===== src/tdjm_pkg.sv =====
`timescale 1ns / 1ps

package tdjm_pkg;

	localparam int unsigned RATE_W    = 13;
	localparam int unsigned LAT_W     = 16;
	localparam int unsigned CNT_W     = 32;
	localparam int unsigned CFG_IDX_W = 2;

	localparam logic [RATE_W-1:0] RATE_FAST_RST = 13'd10;
	localparam logic [RATE_W-1:0] RATE_SLOW_RST = 13'd100;
	localparam logic              LED_AUTO_RST  = 1'b1;
	localparam logic [LAT_W-1:0]  LAT_NONE      = 16'hFFFF;

	typedef enum logic [1:0] {
		OP_TICK    = 2'd0,
		OP_CLEAR   = 2'd1,
		OP_SET_LED = 2'd2
	} op_t;

	typedef enum logic [CFG_IDX_W-1:0] {
		CFG_RATE_FAST = 2'd0,
		CFG_RATE_SLOW = 2'd1,
		CFG_LED_AUTO  = 2'd2
	} cfg_idx_t;

	// decoded item, qualified by the advance of the item stage
	typedef struct packed {
		logic tick;
		logic clr;
		logic set_led;
	} item_ctl_t;

endpackage


===== src/tdjm_divider.sv =====
`timescale 1ns / 1ps

module tdjm_divider (
	input  logic                              clk,
	input  logic                              arst_n,
	input  logic                              step,
	input  logic                              clr,
	input  logic [tdjm_pkg::RATE_W-1:0]       rate,
	output logic                              evt,
	output logic [tdjm_pkg::CNT_W-1:0]        total_nxt
);

	logic [tdjm_pkg::RATE_W-1:0] acc_q;
	logic [tdjm_pkg::CNT_W-1:0]  total_q;
	logic [tdjm_pkg::RATE_W:0]   acc_inc;
	logic                        fire;

	assign acc_inc   = {1'b0, acc_q} + {{tdjm_pkg::RATE_W{1'b0}}, 1'b1};
	// a rate of zero fires on every tick, like a rate of one
	assign fire      = acc_inc >= {1'b0, rate};
	assign evt       = step & fire;
	assign total_nxt = evt ? total_q + 32'd1 : total_q;

	always_ff @(posedge clk or negedge arst_n) begin
		if (!arst_n) begin
			acc_q   <= '0;
			total_q <= '0;
		end else begin
			if (clr) begin
				acc_q <= '0;
			end else if (step) begin
				acc_q <= fire ? '0 : acc_inc[tdjm_pkg::RATE_W-1:0];
			end
			total_q <= total_nxt;
		end
	end

`ifndef ASSERT_OFF
	a_fire_wraps_acc: assert property (@(posedge clk) disable iff (!arst_n)
		evt |=> acc_q == '0)
		else $error("divider accumulator not cleared after event");
`endif

endmodule


===== src/tdjm_stats.sv =====
`timescale 1ns / 1ps

module tdjm_stats (
	input  logic                          clk,
	input  logic                          arst_n,
	input  tdjm_pkg::item_ctl_t           ctl,
	input  logic [tdjm_pkg::LAT_W-1:0]    latency,
	output logic [tdjm_pkg::LAT_W-1:0]    min_nxt,
	output logic [tdjm_pkg::LAT_W-1:0]    max_nxt,
	output logic [tdjm_pkg::CNT_W-1:0]    sum_nxt,
	output logic [tdjm_pkg::CNT_W-1:0]    cnt_nxt
);

	logic [tdjm_pkg::LAT_W-1:0] min_q;
	logic [tdjm_pkg::LAT_W-1:0] max_q;
	logic [tdjm_pkg::CNT_W-1:0] sum_q;
	logic [tdjm_pkg::CNT_W-1:0] cnt_q;

	always_comb begin
		min_nxt = min_q;
		max_nxt = max_q;
		sum_nxt = sum_q;
		cnt_nxt = cnt_q;
		priority if (ctl.tick) begin
			if (latency < min_q) begin
				min_nxt = latency;
			end
			if (latency > max_q) begin
				max_nxt = latency;
			end
			sum_nxt = sum_q + {{(tdjm_pkg::CNT_W - tdjm_pkg::LAT_W){1'b0}}, latency};
			cnt_nxt = cnt_q + 32'd1;
		end else if (ctl.clr) begin
			min_nxt = tdjm_pkg::LAT_NONE;
			max_nxt = '0;
			sum_nxt = '0;
			cnt_nxt = '0;
		end else begin
			min_nxt = min_q;
		end
	end

	always_ff @(posedge clk or negedge arst_n) begin
		if (!arst_n) begin
			min_q <= tdjm_pkg::LAT_NONE;
			max_q <= '0;
			sum_q <= '0;
			cnt_q <= '0;
		end else begin
			min_q <= min_nxt;
			max_q <= max_nxt;
			sum_q <= sum_nxt;
			cnt_q <= cnt_nxt;
		end
	end

`ifndef ASSERT_OFF
	a_min_le_max: assert property (@(posedge clk) disable iff (!arst_n)
		cnt_q != '0 |-> min_q <= max_q)
		else $error("latency minimum above maximum with samples present");
`endif

endmodule


===== src/tick_divider_jitter_monitor_top.sv =====
`timescale 1ns / 1ps

// channel   direction  handshake            payload
// s_        in         s_tvalid / s_tready  s_tuser op, s_tdata latency and led level
// m_        out        m_tvalid / m_tready  m_tdata full status word
// cfg_      in         cfg_valid / cfg_ready cfg_index, cfg_data
//
// one word per cycle while m_ is not stalled; between the s_ acceptance edge and m_tvalid lie
// the item register, then the result register; state updates as the item leaves the item register
// arst_n resets all state but the item payload and m_tdata; rates come up at 10 and 100, auto led on
// a stall on m_ holds the result and the item register; s_tready drops only when both are full
// cfg_ready is always high; writes are meant for when no word is in flight

module tick_divider_jitter_monitor_top (
	input  logic                          clk,
	input  logic                          arst_n,
	input  logic                          s_tvalid,
	output logic                          s_tready,
	input  logic [23:0]                   s_tdata,   // latency[15:0], led_level[16], zero pad
	input  logic [1:0]                    s_tuser,   // op[1:0]
	output logic                          m_tvalid,
	input  logic                          m_tready,
	// tick_count[31:0], fast_event[32], slow_event[33], fast_events[65:34],
	// slow_events[97:66], led[98], jitter_min[114:99], jitter_max[130:115],
	// jitter_sum[162:131], sample_count[194:163], zero pad
	output logic [199:0]                  m_tdata,
	input  logic                          cfg_valid,
	output logic                          cfg_ready,
	input  logic [tdjm_pkg::CFG_IDX_W-1:0] cfg_index,
	input  logic [tdjm_pkg::RATE_W-1:0]   cfg_data
);

	// item register
	logic                       item_valid_s1;
	tdjm_pkg::op_t              item_op_s1;
	logic [tdjm_pkg::LAT_W-1:0] item_lat_s1;
	logic                       item_lvl_s1;

	logic                       out_valid_q;
	logic [199:0]               out_data_q;

	logic [tdjm_pkg::RATE_W-1:0] rate_fast_q;
	logic [tdjm_pkg::RATE_W-1:0] rate_slow_q;
	logic                        led_auto_q;
	logic                        led_q;
	logic [tdjm_pkg::CNT_W-1:0]  ticks_q;

	logic                       advance;
	logic                       cfg_wr;
	tdjm_pkg::item_ctl_t        ctl;
	logic                       fast_clr;
	logic                       slow_clr;
	logic                       fast_evt;
	logic                       slow_evt;
	logic [tdjm_pkg::CNT_W-1:0] fast_total_nxt;
	logic [tdjm_pkg::CNT_W-1:0] slow_total_nxt;
	logic [tdjm_pkg::LAT_W-1:0] min_nxt;
	logic [tdjm_pkg::LAT_W-1:0] max_nxt;
	logic [tdjm_pkg::CNT_W-1:0] sum_nxt;
	logic [tdjm_pkg::CNT_W-1:0] cnt_nxt;
	logic [tdjm_pkg::CNT_W-1:0] ticks_nxt;
	logic                       led_nxt;

	assign advance   = item_valid_s1 & (~out_valid_q | m_tready);
	assign s_tready  = ~item_valid_s1 | advance;
	assign cfg_ready = 1'b1;
	assign cfg_wr    = cfg_valid & cfg_ready;
	assign fast_clr  = cfg_wr & (cfg_index == tdjm_pkg::CFG_RATE_FAST);
	assign slow_clr  = cfg_wr & (cfg_index == tdjm_pkg::CFG_RATE_SLOW);

	always_comb begin
		ctl = '0;
		if (advance) begin
			unique case (item_op_s1)
				tdjm_pkg::OP_TICK:    ctl.tick    = 1'b1;
				tdjm_pkg::OP_CLEAR:   ctl.clr     = 1'b1;
				tdjm_pkg::OP_SET_LED: ctl.set_led = 1'b1;
				default:              ctl         = '0;
			endcase
		end
	end

	tdjm_divider u_fast (
		.clk       (clk),
		.arst_n    (arst_n),
		.step      (ctl.tick),
		.clr       (fast_clr),
		.rate      (rate_fast_q),
		.evt       (fast_evt),
		.total_nxt (fast_total_nxt)
	);

	tdjm_divider u_slow (
		.clk       (clk),
		.arst_n    (arst_n),
		.step      (ctl.tick),
		.clr       (slow_clr),
		.rate      (rate_slow_q),
		.evt       (slow_evt),
		.total_nxt (slow_total_nxt)
	);

	tdjm_stats u_stats (
		.clk     (clk),
		.arst_n  (arst_n),
		.ctl     (ctl),
		.latency (item_lat_s1),
		.min_nxt (min_nxt),
		.max_nxt (max_nxt),
		.sum_nxt (sum_nxt),
		.cnt_nxt (cnt_nxt)
	);

	assign ticks_nxt = ctl.tick ? ticks_q + 32'd1 : ticks_q;

	always_comb begin
		priority if (ctl.set_led) begin
			led_nxt = item_lvl_s1;
		end else if (slow_evt && led_auto_q) begin
			led_nxt = ~led_q;
		end else begin
			led_nxt = led_q;
		end
	end

	always_ff @(posedge clk or negedge arst_n) begin
		if (!arst_n) begin
			item_valid_s1 <= 1'b0;
			out_valid_q   <= 1'b0;
			rate_fast_q   <= tdjm_pkg::RATE_FAST_RST;
			rate_slow_q   <= tdjm_pkg::RATE_SLOW_RST;
			led_auto_q    <= tdjm_pkg::LED_AUTO_RST;
			led_q         <= 1'b0;
			ticks_q       <= '0;
		end else begin
			if (s_tready) begin
				item_valid_s1 <= s_tvalid;
			end
			if (advance) begin
				out_valid_q <= 1'b1;
			end else if (m_tready) begin
				out_valid_q <= 1'b0;
			end
			if (fast_clr) begin
				rate_fast_q <= cfg_data;
			end
			if (slow_clr) begin
				rate_slow_q <= cfg_data;
			end
			if (cfg_wr && cfg_index == tdjm_pkg::CFG_LED_AUTO) begin
				led_auto_q <= cfg_data[0];
			end
			led_q   <= led_nxt;
			ticks_q <= ticks_nxt;
		end
	end

	always_ff @(posedge clk) begin
		if (s_tready && s_tvalid) begin
			item_op_s1  <= tdjm_pkg::op_t'(s_tuser[1:0]);
			item_lat_s1 <= s_tdata[15:0];
			item_lvl_s1 <= s_tdata[16];
		end
		if (advance) begin
			out_data_q <= {5'd0, cnt_nxt, sum_nxt, max_nxt, min_nxt, led_nxt,
				slow_total_nxt, fast_total_nxt, slow_evt, fast_evt, ticks_nxt};
		end
	end

	assign m_tvalid = out_valid_q;
	assign m_tdata  = out_data_q;

`ifndef ASSERT_OFF
	a_tick_count_steps: assert property (@(posedge clk) disable iff (!arst_n)
		ctl.tick |=> m_tdata[31:0] == $past(ticks_q) + 32'd1)
		else $error("reported tick count does not follow the tick");

	a_led_held_manual: assert property (@(posedge clk) disable iff (!arst_n)
		(advance && !ctl.set_led && !led_auto_q) |=> led_q == $past(led_q))
		else $error("led changed with auto mode off");

	a_events_only_on_tick: assert property (@(posedge clk) disable iff (!arst_n)
		(advance && !ctl.tick) |=> (m_tdata[32] == 1'b0 && m_tdata[33] == 1'b0))
		else $error("event flag set on a non-tick word");
`endif

endmodule

===== config.mk =====
export PLATFORM = sky130hd
export DESIGN_NAME = tick_divider_jitter_monitor_top
export DESIGN_NICKNAME = d
export VERILOG_FILES = /design/src/tdjm_pkg.sv /design/src/tdjm_divider.sv /design/src/tdjm_stats.sv /design/src/tick_divider_jitter_monitor_top.sv
export SDC_FILE = /design/constraint.sdc
export NUM_CORES = 1
export LEC_CHECK = 0
export BUFFER_PORTS_ARGS = -buffer_cell sky130_fd_sc_hd__buf_2
export CORE_MARGIN = 2
export CORE_UTILIZATION = 45
export CTS_CLUSTER_DIAMETER = 80
export DETAILED_ROUTE_END_ITERATION = 12
export GPL_TIMING_DRIVEN = 0
export HOLD_SLACK_MARGIN = 0.06
export SETUP_SLACK_MARGIN = 0.05
export SYNTH_ARGS = -nofsm -noshare
export SYNTH_HDL_FRONTEND = slang
export SYNTH_SLANG_ARGS = --single-unit

===== constraint.sdc =====
create_clock -name clk -period 11.4 [get_ports clk]
set_input_delay 1.14 -clock clk [delete_from_list [all_inputs] [get_ports clk]]
set_output_delay 1.14 -clock clk [all_outputs]
set_load 0.01 [all_outputs]

==> reports/metrics.csv, run 1 <==
metric,value,unit
hold_viol,0,
yosys.cell_count.top_type,dfrtp_1,
clock-sinks,462,
power_leakage,10.25,nW
vias_in_the_first_global_route,13140,
viasPerCell,5.311,
register_area,12660,sq um
post_layout_nonfiller_instances,2471,
synthFlopType,dfrtp_1,
die_x,213.9,um
vdd_ir_drop_max,0.1340,mV
yosysTopAreaCell,edfxtp_1,
cts.clk_slew.worst_paths,0.06,ns
grt_busiest_layer,met2,
worst-r2r-setup-slack,7.33,ns
dr.pass1.iters,4,
synth_common_cells,"dfrtp_1, edfxtp_1, nand2_1",
critical_path_peak_fanout,10,
cts_tree,yes,
chipHeight,213.9,um
status,"finished, final reports clean",
postSynth.asyncResetShare,53.68,%
ctsResizeCount,0,
yosysSeqAreaShare,63.87,%
period_minus_slack,4.071,ns
use_met3,3.456,%
cts-buffers-inserted,50,
worst_setup_path_start_kind,register,
synthToLayoutAreaGrowth,18.78,%
grt_use_met2,31.71,%
setup_viol_count_final,0,
yosysUniqueCellTypes,62,
maxSlewViolCount,0,
hpwlAfterDp,31930,um
numPortBuffers,235,
clk_path_buf_depth,3,
postCtsHoldBufs,0,
grt_pass1_wl,71660,um
globalRoute.totalOverflow,0,
synthCells,1551,
clock_insertion_delay_worst_skew,0.58,ns
setup-tns-final,0,ns
cp-end-kind,register,
cell_pwr_density,190.3,nW/um^2
htree_levels,2,
met1_usage,28.58,%
synthesis.area_per_instance,12.78,sq um
timing.critical_path.required,11.77,ns
synthTopCellsByArea,"edfxtp_1, dfrtp_1, ha_1, xnor2_1, dfstp_2",
critical_path_arrival,4.44,ns
synth_top_area_share,32.42,%
dp_worst_setup_slack,6.628,ns
max_cap_violations,0,
track_usage,20.26,%
detail-route-antenna-nets,0,
cts.root.buffer_cell,clkbuf_16,
drc_errors,0,
grt_antenna_before_repair,0,
dp.cells,2378,
final_layout_size_suffix_gt1_share,21.10,%
nFillCells,3721,
final.hold.worst_slack,0.4230,ns
fmaxAchievable,245.6,MHz
timing.clock.skew,0.01339,ns
holdCritPathClass,input port to async pin,
synth_area,19820,sq um
timing_worst_setup_path_type,register to register,
tightestPinTransition,1.023,ns
row_count,76,
synth-edff-count,214,
floorplan.die_area,45740,sq um
setup_repair_after_global_routing_missed_its_margin,no,
post_cts.repair.setup_buffers,0,
overall_power_consumption,0.004480,W
ys_seq_elements,462,
maxSlewHeadroom,31.79,%
yosys_warnings,0,
wl_per_cell,18.55,um
antenna_cells,0,
postRouteWirelength,45830,um
layout.nets,1971,
design.core.area,43270,sq um
area_of_the_multi_input_gates,6603,sq um
setup_slack,7.329,ns
ioPinCount,249,
routabilityCongestion,0.8481,
final_period_util,35.71,%
via_count,13120,
grt_max_degree,118,
drtIter0Drc,935,
start_util,45.81,%
[routing by layer]
metal / share of wire (%) / vias up
met5: 0 / -
met4: 2.8 / 0
met3: 4.5 / 77
met2: 46 / 294
met1: 47 / 6465
li1: - / 6288
[kinds of logic (layout without fill, tap and decap cells)]
kind of cell,after synthesis,after routing,share of synthesized area (%)
AO/OA/AOI/OAI,242,242,8.320
AND/OR/NAND/NOR,472,472,12.56
XOR/XNOR,127,127,5.612
buffers and inverters,137,468,2.916
flip-flops,462,462,63.87
multiplexers,29,29,1.591
adder cells (fa/ha/maj),80,80,5.088
other,2,6,0.03789
[cell usage in the layout, fill, tap and decap left out, types with 24 or more instances in the layout]
cell type  count
inv_1         73
buf_2        243
a21oi_1       47
edfxtp_1     214
xnor2_1      106
o21ai_0       60
nand4_1       52
nor3_1        42
nand3_1       96
nand2_1      113
clkbuf_1      46
ha_1          79
o31ai_1       24
nor2_1        36
clkbuf_16     51
and3_1        52
a22o_1        29
dfrtp_1      226
[critical path: stages, from the launching register on]
cell	delay, ns
dfrtp_1	0.44
ha_1	0.26
and3_1	0.20
and3_1	0.17
clkbuf_1	0.24
nand3_1	0.14
xnor2_1	0.18
ha_1	0.32
nand3_1	0.07
nor3_1	0.30
o31a_1	0.19
a41oi_1	0.13
a211oi_4	0.64
buf_6	0.22
nand3_1	0.09
xnor2_1	0.28
[report_power, final]
part / switching [W] / total [W] / internal, W / leakage, nW
registers: 0.000104 / 0.00209 / 0.00198 / 5.41
logic: 0.000448 / 0.000729 / 0.000281 / 4.02
clock network: 0.000666 / 0.00167 / 0.000999 / 0.822
[stage by stage]
| stage | utilization, % | area [sq um] |
|---|---|---|
| after floorplan | - | 19840 |
| after global placement | 50.25 | 21740 |
| after detailed placement | 50.49 | 21840 |
| after CTS | 54.40 | 23540 |
| after global routing | 54.41 | 23540 |
| final | 54.41 | 23540 |
[sequential cells by signal (all words and copies together) (netlist names), 2 cells and up]
name and flops:
m_tdata 195, ticks_q 32, u_fast.total_q 32, u_slow.total_q 32
u_stats.cnt_q 32, u_stats.sum_q 32, item_lat_s1 16, u_stats.max_q 16
u_stats.min_q 16, rate_fast_q 13, rate_slow_q 13, u_fast.acc_q 13
u_slow.acc_q 13, item_op_s1 2
[final timing paths]
path | startpoint | to | cells after the start
worst max-delay path | u_slow.acc_q[0] | m_tdata[78] | 15
worst min-delay path | arst_n | u_fast.acc_q[8] | 1
worst max register to register | u_slow.acc_q[0] | m_tdata[78] | 15
worst min register to register | u_slow.total_q[31] | u_slow.total_q[31] | 1
max in group asynchronous | arst_n | u_stats.cnt_q[12] | 2
min in group clk | u_slow.total_q[31] | u_slow.total_q[31] | 1
[area by class of cell]
cell class | instances | share of cell area (%)
tap | 585 | 3.109
clock buffer | 62 | 5.724
buffer | 63 | 1.276
inverter | 74 | 1.212
multi-input combinational | 956 | 28.05
timing repair buffer | 238 | 5.389
sequential | 462 | 53.77
clock inverter | 31 | 1.472
No activity file was read; power rests on OpenSTA's default activity.
==> inputs of run 2 (changes only) <==
Settings changed: ABC_AREA from default to 1.
Clock period 11.4 ns to 4.1 ns, I/O delays scaled along.
==> reports/metrics.csv, run 2 <==
metric,value,unit
power_leakage,12.26,nW
design.core.area,48750,sq um
numPortBuffers,235,
status,"finished, final reports clean",
area_of_the_multi_input_gates,8289,sq um
yosysSeqAreaShare,57.23,%
r2r_start,u_fast.acc_q[0],
dr.pass1.iters,5,
row_count,81,
setup-tns-final,0,ns
startpoint_of_the_lowest_slack_hold_path,m_tready,
layout.nets,2775,
ioPinCount,249,
synthToLayoutAreaGrowth,20.12,%
timing.clock.skew,0.02577,ns
timing_worst_setup_path_type,register to register,
fmaxAchievable,280.4,MHz
setup_repair_after_global_routing_missed_its_margin,no,
drtIter0Drc,1370,
htree_levels,2,
holdCritPathClass,input port to register,
wl_per_cell,16.87,um
final_core_util,54.50,%
cp-end-kind,register,
worst_hold_path.num_cells,4,
clk_path_buf_depth,3,
register_area,12660,sq um
cell_pwr_density,509.2,nW/um^2
grt_pass1_wl,88440,um
grt_max_degree,81,
critical_path_arrival,3.89,ns
postSynth.asyncResetShare,53.68,%
clock-sinks,462,
cts.clk_slew.worst_paths,0.06,ns
chipHeight,225.7,um
synth-edff-count,214,
drc_errors,0,
cts.root.buffer_cell,clkbuf_16,
synthesis.area_per_instance,9.555,sq um
synth_area,22120,sq um
via_count,16920,
viasPerCell,5.044,
max_cap_violations,0,
final_layout_size_suffix_gt1_share,17.06,%
yosysTopAreaCell,edfxtp_1,
ctsResizeCount,0,
grt_antenna_before_repair,0,
track_usage,22.29,%
vias_in_the_first_global_route,16260,
globalRoute.totalOverflow,0,
routabilityCongestion,0.9326,
hpwlAfterDp,42250,um
cts-buffers-inserted,50,
final_period_util,87.00,%
start_util,45.37,%
synthFlopType,dfrtp_1,
synthTopCellsByArea,"edfxtp_1, dfrtp_1, nand2_1, ha_1, nand3_1",
detail-route-antenna-nets,0,
setup_viol_count_final,0,
most_common_cell_after_layout_fill_and_taps_aside,nand2_1,
timing.critical_path.required,4.42,ns
antenna_cells,0,
clock_insertion_delay_worst_skew,0.60,ns
vdd_ir_drop_max,0.2697,mV
largest_register_ffs,195,
nFillCells,4415,
maxSlewHeadroom,28.69,%
ys_seq_elements,462,
hold_viol,0,
worst_setup_path_start_kind,register,
post_layout_nonfiller_instances,3355,
layout.cells.most_common_list,"nand2_1, inv_1, buf_2",
synth_common_cells,"nand2_1, inv_1, dfrtp_1",
cts_tree,yes,
maxSlewViolCount,0,
synth_top_area_share,29.05,%
final.hold.worst_slack,0.1211,ns
design_area,26570,sq um
yosysUniqueCellTypes,57,
period_minus_slack,3.567,ns
yosys_warnings,0,
synthCells,2315,
critical_path_peak_fanout,10,
die_x,225.7,um
postRouteWirelength,56590,um
placedInstanceArea,24500,sq um
worst-r2r-setup-slack,0.53,ns
whs_endpoint,m_tvalid,
yosys.cell_count.top_type,nand2_1,
floorplan.die_area,50940,sq um
tightestPinTransition,1.068,ns
rr_worst_depth,17,
crit-reg2reg-capture,m_tdata[65],
dp.cells,3228,
## run 2: worst max-delay path by stage
stage                          from      endpoint  slack [ns]  cells past startpoint
finish              u_fast.acc_q[0]   m_tdata[65]        0.53                     17
global placement           m_tvalid  m_tdata[184]       -3.32                      7
detailed placement  u_fast.acc_q[0]   m_tdata[65]        0.57                     17
floorplan                  m_tvalid  m_tdata[159]       -1.09                      9
CTS                 u_fast.acc_q[0]   m_tdata[65]        0.56                     17
global route        u_fast.acc_q[0]   m_tdata[36]        0.26                     17
## run 2: layout make-up
| cell class | instances | share of cell area, % |
|---|---|---|
| buffer | 52 | 1.229 |
| clock buffer | 68 | 5.312 |
| clock inverter | 26 | 1.229 |
| inverter | 259 | 3.673 |
| multi-input combinational | 1546 | 31.20 |
| sequential | 462 | 47.65 |
| tap | 664 | 3.127 |
| timing repair buffer | 278 | 6.574 |
## run 2: metrics by stage
stage	setup slack (ns)	total power [W]
after detailed placement	0.5711	0.008861
after CTS	0.5597	0.01366
after global routing	0.2622	0.01426
final	0.5332	0.01353
after global placement	-3.320	0.008776
after floorplan	-1.094	0.007858
## run 2: cell families after synthesis
family / synth area share [%]
other: 0.03395
and+or+nand+nor: 22.98
xor gates and xnor gates: 4.514
AOI/OAI and AO/OA: 5.018
adders and majority gates: 4.559
DFF: 57.23
buffers and inverters: 5.662
## run 2: critical path: stages, from the launching register on
cell	delay (ns)
dfrtp_1	0.42
ha_1	0.22
nand3_1	0.10
nor2_1	0.18
nand2_1	0.12
nor2_1	0.23
nand3_1	0.14
xor2_1	0.22
ha_1	0.27
nand3_1	0.12
inv_1	0.05
nand2_1	0.06
nand3b_1	0.07
nor2_1	0.46
nand2_4	0.19
buf_2	0.24
nand3_1	0.09
nand2_1	0.13
## run 2: per-layer routing
| layer | up-vias | part of all wire [%] | GRT usage (%) |
|---|---|---|---|
| met4 | 0 | 1.7 | 4.999 |
| met3 | 63 | 6.1 | 4.697 |
| li1 | 8342 | - | - |
| met1 | 8079 | 47 | 32.05 |
| met2 | 438 | 45 | 34.74 |
| met5 | - | 0 | 0 |
## run 2: repair_timing
action | 4_1_cts | 5_1_grt
hold buffers | 33 | 0
buffers inserted | 0 | 0
endpoints found under the hold margin | 87 | 0
## run 2: power by group
| group | switching, W | leakage [nW] | internal [W] | total (W) |
|---|---|---|---|---|
| clock | 0.00190 | 0.849 | 0.00281 | 0.00471 |
| combinational | 0.00179 | 6.08 | 0.000974 | 0.00277 |
| sequential | 0.000373 | 5.33 | 0.00568 | 0.00605 |
==> inputs of run 3 (changes only) <==
Settings changed: CORE_UTILIZATION 45 to 27, CTS_CLUSTER_SIZE from default to 40.
==> reports/metrics.csv, run 3 (same netlist as run 2, synthesis figures left out) <==
metric,value,unit
status,"finished, final reports clean",
power_frac_seq,47.2,%
tightestPinTransition,1.008,ns
critical_path_peak_fanout,10,
layout.nets,2755,
cell_pwr_density,483.2,nW/um^2
die_x,290.2,um
r2r_start,u_fast.acc_q[0],
final_period_util,84.18,%
share_of_total_power_in_the_clock_network,31.1,%
post_layout_nonfiller_instances,3715,
cts.root.buffer_cell,clkbuf_16,
timing_worst_setup_path_type,register to register,
placedInstanceArea,24990,sq um
hold_viol,0,
holdCritPathClass,input port to register,
dp.cells,3624,
power_leakage,12.02,nW
dp_worst_setup_slack,0.5807,ns
drtIter0Drc,1129,
htree_levels,2,
floorplan.die_area,84230,sq um
clock_insertion_delay_worst_skew,0.58,ns
largest_register_ffs,195,
maxSlewHeadroom,32.75,%
detail-route-antenna-nets,0,
routabilityCongestion,0.8996,
grt_max_degree,93,
clk_path_buf_depth,3,
fmaxAchievable,289.7,MHz
globalRoute.totalOverflow,0,
postRouteWirelength,62920,um
wl_per_cell,16.94,um
rr_worst_depth,17,
drc_errors,0,
hpwlAfterDp,47140,um
cp-end-kind,register,
chipHeight,290.2,um
most_common_cell_after_layout_fill_and_taps_aside,nand2_1,
grt_pass1_wl,97250,um
final_core_util,32.91,%
maxSlewViolCount,0,
setup_viol_count_final,0,
startpoint_of_the_lowest_slack_hold_path,s_tuser[0],
share_comb_of_total_power,21.7,%
critical_path_arrival,3.76,ns
postCtsHoldBufs,28,
timing.clock.skew,0.03280,ns
dr.pass1.iters,5,
cts_tree,yes,
cts.clk_slew.worst_paths,0.10,ns
ioPinCount,249,
final_layout_size_suffix_gt1_share,16.58,%
design.core.area,80810,sq um
numPortBuffers,235,
synthToLayoutAreaGrowth,20.25,%
viasPerCell,4.514,
period_minus_slack,3.451,ns
worst_setup_path_start_kind,register,
ctsResizeCount,0,
start_util,27.37,%
vias_in_the_first_global_route,16420,
power_report.internal_total,0.008532,W
worst_hold_path.num_cells,1,
row_count,104,
design_area,26600,sq um
max_cap_violations,0,
nFillCells,8374,
post_cts.repair.setup_buffers,0,
power_switching_share,33.61,%
timing.critical_path.required,4.41,ns
power.switching,0.004319,W
clock-sinks,462,
layout.cells.most_common_list,"nand2_1, inv_1, buf_2",
final.hold.worst_slack,0.07019,ns
setup_repair_after_global_routing_missed_its_margin,no,
setup_slack,0.6487,ns
grt_antenna_before_repair,6,
worst_setup_path_startpoint,u_fast.acc_q[0],
cts-buffers-inserted,35,
track_usage,14.76,%
via_count,16770,
vdd_ir_drop_max,0.2260,mV
-- run 3: worst paths after layout --
check	slack, ns	to
worst max-delay path	0.65	m_tdata[55]
worst min-delay path	0.07	item_op_s1[0]
worst max register to register	0.65	m_tdata[55]
worst min register to register	0.47	ticks_q[31]
max in group asynchronous	2.76	u_fast.total_q[29]
min in group asynchronous	0.39	u_stats.sum_q[6]
-- run 3: power groups by stage --
stage | clock, W | sequential [W] | combinational (W)
floorplan | 0 | 0.00620 | 0.00166
global placement | 0 | 0.00622 | 0.00270
detailed placement | 0 | 0.00615 | 0.00279
CTS | 0.00418 | 0.00607 | 0.00283
global route | 0.00431 | 0.00615 | 0.00316
finish | 0.00399 | 0.00607 | 0.00279
-- run 3: area by class of cell --
class / instances / area [sq um] / area share, %
clock inverters: 26 / 446.7 / 1.679
multi-input cells: 1546 / 8289 / 31.17
well taps: 1060 / 1326 / 4.987
clock buffers: 36 / 879.6 / 3.307
diodes: 1 / 2.502 / 0.009409
plain buffers: 52 / 326.6 / 1.228
repair buffers: 273 / 1689 / 6.351
flip-flops and latches: 462 / 12660 / 47.60
inverters: 259 / 975.9 / 3.669
-- run 3: stage by stage --
step / total power [W] / TNS, ns
global placement: 0.008912 / -2380.26
detailed placement: 0.008946 / 0
floorplan: 0.007858 / -313.70
finish: 0.01285 / 0
CTS: 0.01308 / 0
global route: 0.01363 / 0
-- run 3: layer usage --
metal  vias up  global-route usage (%)  part of all wire, %
met5         -                       0                    0
met4         0                   3.468                  2.0
met3        66                   2.516                  4.9
met2       379                   24.08                   46
met1      8030                   20.39                   48
li1       8296                       -                    -
-- run 3: critical path, cell delays in order (launching register included) --
cell and delay [ns]:
dfrtp_1 0.43, ha_1 0.22, nand3_1 0.10, nor2_1 0.19, nand2_1 0.10, nor2_1 0.21
nand4_1 0.13, xnor2_1 0.22, ha_1 0.27, nand3_1 0.10, inv_1 0.05, nand2_1 0.05
nand3b_1 0.07, nor2_1 0.43, nand2_4 0.18, buf_2 0.23, nand3_1 0.08, nand2_1 0.11
